--- src/hdl/websocket_frame_deframer_defines.svh ---
// ----------------------------------------------------------------------------
// WebSocket frame deframer assertion macros
// Shared concurrent assertion forms for the deframer RTL.
// ----------------------------------------------------------------------------
`ifndef WEBSOCKET_FRAME_DEFRAMER_DEFINES_SVH
`define WEBSOCKET_FRAME_DEFRAMER_DEFINES_SVH

// Condition implies consequence in the same cycle.
`define WSFD_ASSERT_SAME(name, clk, rst, ante, cons, msg) \
   name: assert property (@(posedge clk) disable iff (rst) (ante) |-> (cons)) \
      else $error(msg);

// Condition implies consequence in the next cycle.
`define WSFD_ASSERT_NEXT(name, clk, rst, ante, cons, msg) \
   name: assert property (@(posedge clk) disable iff (rst) (ante) |=> (cons)) \
      else $error(msg);

`endif

--- src/hdl/wsfd_pkg.sv ---
// ----------------------------------------------------------------------------
// WebSocket frame deframer package
// Widths, header field masks and length codes shared by the deframer files.
// ----------------------------------------------------------------------------
`default_nettype none

package wsfd_pkg;

   // Width of the held payload length
   localparam int LENGTH_BITS = 64;

   typedef logic [7:0]             byte_type;
   typedef logic [3:0]             opcode_type;
   typedef logic [LENGTH_BITS-1:0] length_type;
   typedef logic [3:0]             count_type;

   // Header byte fields
   localparam byte_type   FIN_BIT_MASK  = 8'h80;
   localparam byte_type   OPCODE_MASK   = 8'h0F;
   localparam byte_type   MASK_BIT_MASK = 8'h80;
   localparam byte_type   LEN7_MASK     = 8'h7F;

   // Seven-bit length codes that announce an extended length
   localparam logic [6:0] LEN7_EXT16    = 7'd126;
   localparam logic [6:0] LEN7_EXT64    = 7'd127;

   // Byte counts of the extended fields
   localparam count_type  EXT16_BYTES   = 4'd2;
   localparam count_type  EXT64_BYTES   = 4'd8;
   localparam count_type  KEY_FIELD_LEN = 4'd4;

   localparam opcode_type OPCODE_TEXT   = 4'h1;

endpackage

`default_nettype wire

--- src/hdl/wsfd_req_if.sv ---
// ----------------------------------------------------------------------------
// Deframer request channel
// Valid/ready channel carrying one received stream byte per transaction.
// ----------------------------------------------------------------------------
`default_nettype none

interface wsfd_req_if;
   import wsfd_pkg::*;

   logic     valid;
   logic     ready;
   byte_type rx_byte;

   modport source (output valid, output rx_byte, input ready);
   modport sink   (input valid, input rx_byte, output ready);
endinterface

`default_nettype wire

--- src/hdl/wsfd_rsp_if.sv ---
// ----------------------------------------------------------------------------
// Deframer response channel
// Valid/ready channel carrying one unmasked payload byte or frame end marker.
// ----------------------------------------------------------------------------
`default_nettype none

interface wsfd_rsp_if;
   import wsfd_pkg::*;

   logic       valid;
   logic       ready;
   byte_type   payload_byte;
   logic       byte_valid;
   logic       frame_end;
   logic       fin_flag;
   opcode_type frame_opcode;
   logic       text_complete;

   modport source (output valid, output payload_byte, output byte_valid, output frame_end,
                   output fin_flag, output frame_opcode, output text_complete, input ready);
   modport sink   (input valid, input payload_byte, input byte_valid, input frame_end,
                   input fin_flag, input frame_opcode, input text_complete, output ready);
endinterface

`default_nettype wire

--- src/hdl/websocket_frame_deframer.sv ---
// ----------------------------------------------------------------------------
// WebSocket frame deframer
// Parses a received byte stream into WebSocket frames (receive side): header
// byte with FIN and opcode, mask bit and 7-bit length, optional 16-bit or
// 64-bit big-endian extended length (saturating at the held length width),
// optional 4-byte masking key, then payload bytes unmasked with key byte
// index mod 4. Each payload byte gives one response transaction; the last one
// of a frame carries frame_end, with text_complete set for a final text
// frame. A zero-length frame gives a single end marker with byte_valid low.
// Header, length and key bytes give no response. The block takes one byte
// per cycle unless the output stalls: the parse state updates in the
// accepting cycle and the result lands in a single output register, so
// req_chan.ready is high whenever that register is empty or being drained;
// the response is valid in the cycle after the request is accepted.
// ----------------------------------------------------------------------------
`default_nettype none
`include "websocket_frame_deframer_defines.svh"

module websocket_frame_deframer (
   input  wire logic clock,
   input  wire logic reset,
   wsfd_req_if.sink  req_chan,
   wsfd_rsp_if.source rsp_chan
);
   import wsfd_pkg::*;

   // Parse phases
   localparam logic [2:0] PH_HDR0    = 3'd0;
   localparam logic [2:0] PH_HDR1    = 3'd1;
   localparam logic [2:0] PH_EXTLEN  = 3'd2;
   localparam logic [2:0] PH_KEY     = 3'd3;
   localparam logic [2:0] PH_PAYLOAD = 3'd4;

   // Parse state
   logic [2:0]  phase_ff, phase_in;
   length_type  remain_ff, remain_in;
   count_type   count_ff, count_in;
   logic [31:0] key_ff, key_in;
   logic        mask_present_ff, mask_present_in;
   logic [1:0]  mask_index_ff, mask_index_in;
   logic        fin_ff, fin_in;
   opcode_type  opcode_ff, opcode_in;

   // Result register
   logic        rsp_valid_ff, rsp_valid_in;
   byte_type    rsp_data_ff;
   logic        rsp_byte_valid_ff;
   logic        rsp_end_ff;
   logic        rsp_fin_ff;
   opcode_type  rsp_opcode_ff;
   logic        rsp_text_ff;

   // Per-transaction results
   logic        req_accept;
   logic        out_free;
   logic        emit;
   byte_type    emit_data;
   logic        emit_byte_valid;
   logic        emit_end;
   logic        finish_len;
   logic        finish_hdr;
   count_type   count_dec;
   logic [6:0]  len7;
   byte_type    key_byte;
   byte_type    rx;

   assign rx         = req_chan.rx_byte;
   assign out_free   = !rsp_valid_ff || rsp_chan.ready;
   assign req_accept = req_chan.valid && out_free;
   assign count_dec  = count_ff - 4'd1;
   assign len7       = 7'(rx & LEN7_MASK);
   assign key_byte   = key_ff[{~mask_index_ff, 3'b000} +: 8];

   // Next parse state and result for the byte at the input
   always_comb begin
      phase_in        = phase_ff;
      remain_in       = remain_ff;
      count_in        = count_ff;
      key_in          = key_ff;
      mask_present_in = mask_present_ff;
      mask_index_in   = mask_index_ff;
      fin_in          = fin_ff;
      opcode_in       = opcode_ff;
      emit            = 1'b0;
      emit_data       = '0;
      emit_byte_valid = 1'b0;
      emit_end        = 1'b0;
      finish_len      = 1'b0;
      finish_hdr      = 1'b0;

      unique case (phase_ff)
         PH_HDR1: begin
            mask_present_in = (rx & MASK_BIT_MASK) != '0;
            if (len7 == LEN7_EXT16) begin
               phase_in  = PH_EXTLEN;
               count_in  = EXT16_BYTES;
               remain_in = '0;
            end else if (len7 == LEN7_EXT64) begin
               phase_in  = PH_EXTLEN;
               count_in  = EXT64_BYTES;
               remain_in = '0;
            end else begin
               remain_in  = LENGTH_BITS'(len7);
               finish_len = 1'b1;
            end
         end
         PH_EXTLEN: begin
            // shift in big-endian, saturate when the top byte is already in use
            if (remain_ff[LENGTH_BITS-1 -: 8] != 8'd0) begin
               remain_in = '1;
            end else begin
               remain_in = {remain_ff[LENGTH_BITS-9:0], rx};
            end
            count_in   = count_dec;
            finish_len = (count_dec == '0);
         end
         PH_KEY: begin
            key_in     = {key_ff[23:0], rx};
            count_in   = count_dec;
            finish_hdr = (count_dec == '0);
         end
         PH_PAYLOAD: begin
            mask_index_in   = mask_index_ff + 2'd1;
            remain_in       = remain_ff - LENGTH_BITS'(1);
            emit            = 1'b1;
            emit_byte_valid = 1'b1;
            emit_data       = mask_present_ff ? (rx ^ key_byte) : rx;
            emit_end        = (remain_ff == LENGTH_BITS'(1));
            if (emit_end) begin
               phase_in = PH_HDR0;
            end
         end
         default: begin
            fin_in    = (rx & FIN_BIT_MASK) != '0;
            opcode_in = 4'(rx & OPCODE_MASK);
            phase_in  = PH_HDR1;
         end
      endcase

      // Length done: fetch the key or start the payload
      if (finish_len) begin
         if (mask_present_in) begin
            phase_in = PH_KEY;
            count_in = KEY_FIELD_LEN;
         end else begin
            finish_hdr = 1'b1;
         end
      end

      // Header done: enter the payload, or end an empty frame
      if (finish_hdr) begin
         mask_index_in = 2'd0;
         if (remain_in == '0) begin
            phase_in = PH_HDR0;
            emit     = 1'b1;
            emit_end = 1'b1;
         end else begin
            phase_in = PH_PAYLOAD;
         end
      end
   end

   assign rsp_valid_in = out_free ? (req_accept && emit) : rsp_valid_ff;

   // Advance the parse state on each accepted transaction
   always_ff @(posedge clock) begin
      if (reset) begin
         phase_ff        <= PH_HDR0;
         remain_ff       <= '0;
         count_ff        <= '0;
         key_ff          <= '0;
         mask_present_ff <= 1'b0;
         mask_index_ff   <= 2'd0;
         fin_ff          <= 1'b0;
         opcode_ff       <= '0;
         rsp_valid_ff    <= 1'b0;
      end else begin
         rsp_valid_ff <= rsp_valid_in;
         if (req_accept) begin
            phase_ff        <= phase_in;
            remain_ff       <= remain_in;
            count_ff        <= count_in;
            key_ff          <= key_in;
            mask_present_ff <= mask_present_in;
            mask_index_ff   <= mask_index_in;
            fin_ff          <= fin_in;
            opcode_ff       <= opcode_in;
         end
      end
   end

   // Load the result register when a transaction produces a result
   always_ff @(posedge clock) begin
      if (req_accept && emit) begin
         rsp_data_ff       <= emit_data;
         rsp_byte_valid_ff <= emit_byte_valid;
         rsp_end_ff        <= emit_end;
         rsp_fin_ff        <= fin_ff;
         rsp_opcode_ff     <= opcode_ff;
         rsp_text_ff       <= emit_end && fin_ff && (opcode_ff == OPCODE_TEXT);
      end
   end

   assign req_chan.ready         = out_free;
   assign rsp_chan.valid         = rsp_valid_ff;
   assign rsp_chan.payload_byte  = rsp_data_ff;
   assign rsp_chan.byte_valid    = rsp_byte_valid_ff;
   assign rsp_chan.frame_end     = rsp_end_ff;
   assign rsp_chan.fin_flag      = rsp_fin_ff;
   assign rsp_chan.frame_opcode  = rsp_opcode_ff;
   assign rsp_chan.text_complete = rsp_text_ff;

   // Checks
   `WSFD_ASSERT_SAME(a_marker_is_end, clock, reset,
      rsp_valid_ff && !rsp_byte_valid_ff, rsp_end_ff && (rsp_data_ff == 8'd0),
      "end marker without payload must close the frame with zero data")
   `WSFD_ASSERT_SAME(a_text_at_end, clock, reset,
      rsp_valid_ff && rsp_text_ff, rsp_end_ff,
      "text_complete raised away from frame end")
   `WSFD_ASSERT_SAME(a_payload_nonzero, clock, reset,
      phase_ff == PH_PAYLOAD, remain_ff != '0,
      "payload phase entered with no bytes left")
   `WSFD_ASSERT_NEXT(a_payload_emits, clock, reset,
      req_accept && (phase_ff == PH_PAYLOAD), rsp_valid_ff && rsp_byte_valid_ff,
      "accepted payload byte produced no response")

endmodule

`default_nettype wire

--- src/flat_wrapper.sv ---
// flat-port wrapper written by rule: the top's interface ports become plain ports
module websocket_frame_deframer_flat import wsfd_pkg::*;
  (clock, reset, req_chan_valid, req_chan_rx_byte, req_chan_ready, rsp_chan_valid, rsp_chan_payload_byte, rsp_chan_byte_valid, rsp_chan_frame_end, rsp_chan_fin_flag, rsp_chan_frame_opcode, rsp_chan_text_complete, rsp_chan_ready);
  wsfd_req_if req_chan_i ();
  wsfd_rsp_if rsp_chan_i ();
  input  wire logic clock;
  input  wire logic reset;
  input wire logic [$bits(req_chan_i.valid)-1:0] req_chan_valid;
  input wire logic [$bits(req_chan_i.rx_byte)-1:0] req_chan_rx_byte;
  output wire logic [$bits(req_chan_i.ready)-1:0] req_chan_ready;
  output wire logic [$bits(rsp_chan_i.valid)-1:0] rsp_chan_valid;
  output wire logic [$bits(rsp_chan_i.payload_byte)-1:0] rsp_chan_payload_byte;
  output wire logic [$bits(rsp_chan_i.byte_valid)-1:0] rsp_chan_byte_valid;
  output wire logic [$bits(rsp_chan_i.frame_end)-1:0] rsp_chan_frame_end;
  output wire logic [$bits(rsp_chan_i.fin_flag)-1:0] rsp_chan_fin_flag;
  output wire logic [$bits(rsp_chan_i.frame_opcode)-1:0] rsp_chan_frame_opcode;
  output wire logic [$bits(rsp_chan_i.text_complete)-1:0] rsp_chan_text_complete;
  input wire logic [$bits(rsp_chan_i.ready)-1:0] rsp_chan_ready;
  assign req_chan_i.valid = req_chan_valid;
  assign req_chan_i.rx_byte = req_chan_rx_byte;
  assign req_chan_ready = req_chan_i.ready;
  assign rsp_chan_valid = rsp_chan_i.valid;
  assign rsp_chan_payload_byte = rsp_chan_i.payload_byte;
  assign rsp_chan_byte_valid = rsp_chan_i.byte_valid;
  assign rsp_chan_frame_end = rsp_chan_i.frame_end;
  assign rsp_chan_fin_flag = rsp_chan_i.fin_flag;
  assign rsp_chan_frame_opcode = rsp_chan_i.frame_opcode;
  assign rsp_chan_text_complete = rsp_chan_i.text_complete;
  assign rsp_chan_i.ready = rsp_chan_ready;
  websocket_frame_deframer u_core (.clock(clock), .reset(reset), .req_chan(req_chan_i), .rsp_chan(rsp_chan_i));
endmodule
--- config.mk ---
export PLATFORM = sky130hd
export DESIGN_NAME = websocket_frame_deframer_flat
export DESIGN_NICKNAME = d
export VERILOG_FILES = /design/src/hdl/wsfd_pkg.sv /design/src/hdl/wsfd_req_if.sv /design/src/hdl/wsfd_rsp_if.sv /design/src/hdl/websocket_frame_deframer.sv /design/src/flat_wrapper.sv
export VERILOG_INCLUDE_DIRS = /design/src /design/src/hdl
export SDC_FILE = /design/constraint.sdc
export NUM_CORES = 1
export LEC_CHECK = 0
export BUFFER_PORTS_ARGS = -buffer_cell sky130_fd_sc_hd__buf_2
export CORE_ASPECT_RATIO = 0.5
export CORE_UTILIZATION = 40
export DETAILED_ROUTE_END_ITERATION = 10
export GPL_TIMING_DRIVEN = 0
export PLACE_DENSITY = 0.57
export SYNTH_ARGS = -nofsm -noshare
export SYNTH_HDL_FRONTEND = slang
export SYNTH_SLANG_ARGS = --single-unit
export TNS_END_PERCENT = 10
--- constraint.sdc ---
create_clock -name clock -period 3.98 [get_ports clock]
set_input_delay 0.398 -clock clock [delete_from_list [all_inputs] [get_ports clock]]
set_output_delay 0.398 -clock clock [all_outputs]
set_load 0.1 [all_outputs]
==> metrics.md <==
| Metric | Value |
|---|---|
| Yosys warnings | 0 |
| Largest net degree at the start of global routing | 17 |
| Worst Skew | 0.0171 ns |
| Crit path kind | reg -> reg |
| Clk_lat worst skew | 0.47 ns |
| Synth Instances | 1267 |
| P per Cell Area | 410 nW/um^2 |
| Cell accounting for the most synthesized area | dfxtp_1 |
| Seq cells post-synth | 128 |
| First-pass GRT wire length | 75000 microns |
| Number of synthesized flops with an enable pin | 16 |
| Yosys top cell area share | 0.247 |
| Final WS setup | -0.258 ns |
| Total CTS buffers | 17 |
| Power Total | 4.75 mW |
| DR vias | 11822 |
| CP endpoint kind | flop |
| Pins Over Slew Limit | 0 |
| Ys flop type | dfxtp_1 |
| CTS tree | yes |
| Share of layout cells above drive strength 1 | 0.225 |
| Post-DR vias/cell | 7.05 |
| FMAX | 236 MHz |
| Leak | 4.08 nW |
| R2R cell count | 15 |
| Mapped Area | 9070 sq um |
| Failing checks | negative setup slack |
| Slew headroom | 0.167 |
| Clock tree sinks | 128 |
| Most frequent cell after synthesis | nor2_1 |
| Cell area after layout | 11600 sq um |
| Unique masters post-synth | 88 |
| Net Count, Synth | 1283 |
| Number of antenna violations at the first check in global routing | 1 |
| Reg2Reg Setup Slack | -0.26 ns |
| Top post-synthesis cells by count | nor2_1, nand2_1, dfxtp_1, a21oi_1, clkbuf_1 |
| Hold depth | 3 |
| DIE HEIGHT | 109 microns |
| Fraction of registers with async set/reset | 0 |
| Vias in the first global route | 11088 |
| Total GRT Usage | 0.452 |
| Peak VDD IR | 426 uV |
| Chip Width | 215 microns |
| MaxCap Viol Count | 0 |
| Diode count | 0 |
| Fin nets | 1381 |
| Final setup viols | 18 |
| Worst-path fanout max | 8 |
| Grt peak-use layer | met2 |
| Hold slack final | 0.222 ns |
| IO Port Bufs | 28 |
| FP Rows | 38 |
| Die area | 23300 sq um |
| Routability cong. | 1.05 |
| CORE AREA | 22000 sq um |
| # IOs | 30 |
| Final hold violation count | 0 |
| Drt initial violations | 2054 |
| Placement Cell Area | 9600 sq um |
| RSZ-0062 raised after global routing | true |
| Filler Cells Inserted | 2159 |
| GR Layer Usage met3 | 0.212 |
| Clk buf depth | 2 |
| Mean Syn Cell Area | 7.16 sq um |
| Clock-pin slew on the worst setup and hold paths | 0.06 ns |
| Slew @ Worst Pin | 1.25 ns |
| Initial Utilization | 0.413 |
| Top cells by area, synth | dfxtp_1, nor2_1, nand2_1 |
| Placed wire-length estimate | 36500 microns |
| Htree depth | 4 |
| DRT Pass-1 Iters | 6 |
| Met1 Usage GRT | 0.568 |
| Drt drc | 0 |
| Routed WL per cell | 31.3 microns |
| Clock root cell | clkbuf_16 |
| Arr. time, crit path | 4.41 ns |
| Register area share after synthesis | 0.300 |
| Tcrit/Tclk final | 1.06 |
| Layout area overhead | 27.6% |
| Grt met2 use | 0.639 |
| Post-layout minimum cycle time | 4.24 ns |
| Status | complete, but fails checks |
| Hold/Removal Path Class | in -> reg |
| Routed Antenna Nets | 0 |
| CP Launch Type | flop |
| GR Overflow Total | 0 |
| Routed WL | 52600 microns |
| Required time worst endpoint | 4.15 ns |
critical path: stages, from the launching register on:
cell and delay (ns):
dfxtp_4 0.37, buf_12 0.13, nor4_4 0.49, nand4_1 0.16, buf_4 0.19, nor3_4 0.31, buf_12 0.15, buf_4 0.15
a21oi_1 0.10, o31a_1 0.32, nor2_1 0.22, and4_1 0.27, nand4_1 0.11, or4_4 0.59, a21oi_4 0.21, buf_6 0.18
metal layers:
| layer | share of wire | up-vias | wire length (microns) |
|---|---|---|---|
| met5 | 0 | - | 0 |
| met4 | 0.061 | 0 | 3230 |
| met3 | 0.16 | 257 | 8380 |
| met2 | 0.39 | 1022 | 20400 |
| met1 | 0.39 | 5632 | 20600 |
| li1 | - | 4911 | - |
area by class of cell:
type	count	area, sq um	share of cell area
Buffer	100	528	0.0456
Clock buffer	17	425	0.0367
Clock inverter	15	201	0.0174
Inverter	20	82.6	0.00713
Multi-Input combinational cell	1000	6500	0.561
Sequential cell	128	2750	0.238
Tap cell	300	375	0.0324
Timing Repair Buffer	98	718	0.0620
where the power goes:
part | total (mW) | switching (mW) | internal [mW]
combinational | 1.55 | 1.02 | 0.526
sequential | 1.45 | 0.0948 | 1.35
clock | 1.75 | 0.748 | 1.01
through the flow:
stage	std cells	utilization	TNS, ns	setup slack (ns)
floorplan	1267	-	0	0.0483
global placement	1595	0.437	-32.65	-1.61
detailed placement	1595	0.437	-31.08	-1.58
CTS	1671	0.520	-1.66	-0.111
global route	1678	0.527	-3.83	-0.239
finish	1678	0.527	-4.06	-0.258
state kept, by name, summed over array words and instances, names as in the netlist:
signal and count:
u_core.phase_ff 3, u_core.opcode_ff 4, u_core.key_ff 32, u_core.fin_ff 1, u_core.rsp_chan.text_complete 1, u_core.count_ff 4, u_core.mask_index_ff 2, u_core.rsp_chan.frame_end 1
u_core.mask_present_ff 1, u_core.rsp_chan.valid 1, u_core.rsp_chan.byte_valid 1, u_core.rsp_chan.frame_opcode 4, u_core.rsp_chan.fin_flag 1, u_core.remain_ff 64, u_core.rsp_chan.payload_byte 8
cells by family after synthesis:
group,synth area share
xor gates and xnor gates,0.0174
and+or+nand+nor,0.340
DFF,0.300
adders and majority gates,0.00552
buffers and inverters,0.0600
AOI/OAI and AO/OA,0.244
muxes,0.0323
path summary, 6_finish.rpt:
path / from / end
min: req_chan_rx_byte[6] / u_core.key_ff[6]$_SDFFE_PP0P_
min reg2reg: u_core.key_ff[25]$_SDFFE_PP0P_ / u_core.key_ff[25]$_SDFFE_PP0P_
max: u_core.remain_ff[0]$_SDFFE_PP0P_ / u_core.rsp_chan.text_complete$_DFFE_PP_
max reg2reg: u_core.remain_ff[0]$_SDFFE_PP0P_ / u_core.rsp_chan.text_complete$_DFFE_PP_
cells in the final DEF (no fill, tap or decap), types with 8 or more instances in the layout:
master	n
a211oi_1	30
a21oi_1	97
a21oi_2	9
a311oi_1	9
a31oi_1	10
buf_2	32
buf_4	65
clkbuf_1	59
clkbuf_16	18
clkbuf_2	11
clkbuf_4	8
dfxtp_1	96
dfxtp_2	12
edfxtp_1	16
inv_1	17
mux2i_1	9
mux4_2	8
nand2_1	164
nand2b_1	8
nand3_1	30
nand4_1	33
nor2_1	167
nor3_1	35
nor3_4	9
nor4_1	22
nor4_2	10
nor4_4	10
o211ai_1	12
o21ai_0	67
o22ai_1	10
o31ai_1	12
or3_1	20
or4_1	16
or4_4	10
xor2_1	12
what timing repair did:
action | 4_1_cts | 5_1_grt
buffers inserted | 59 | 12
gates cloned | 1 | 0
gates resized for setup | 183 | 44
pin swaps | 41 | 21
hold buffers | 0 | 0
endpoints found under the setup margin | 38 | 20
(Power assumes the default switching activity.)
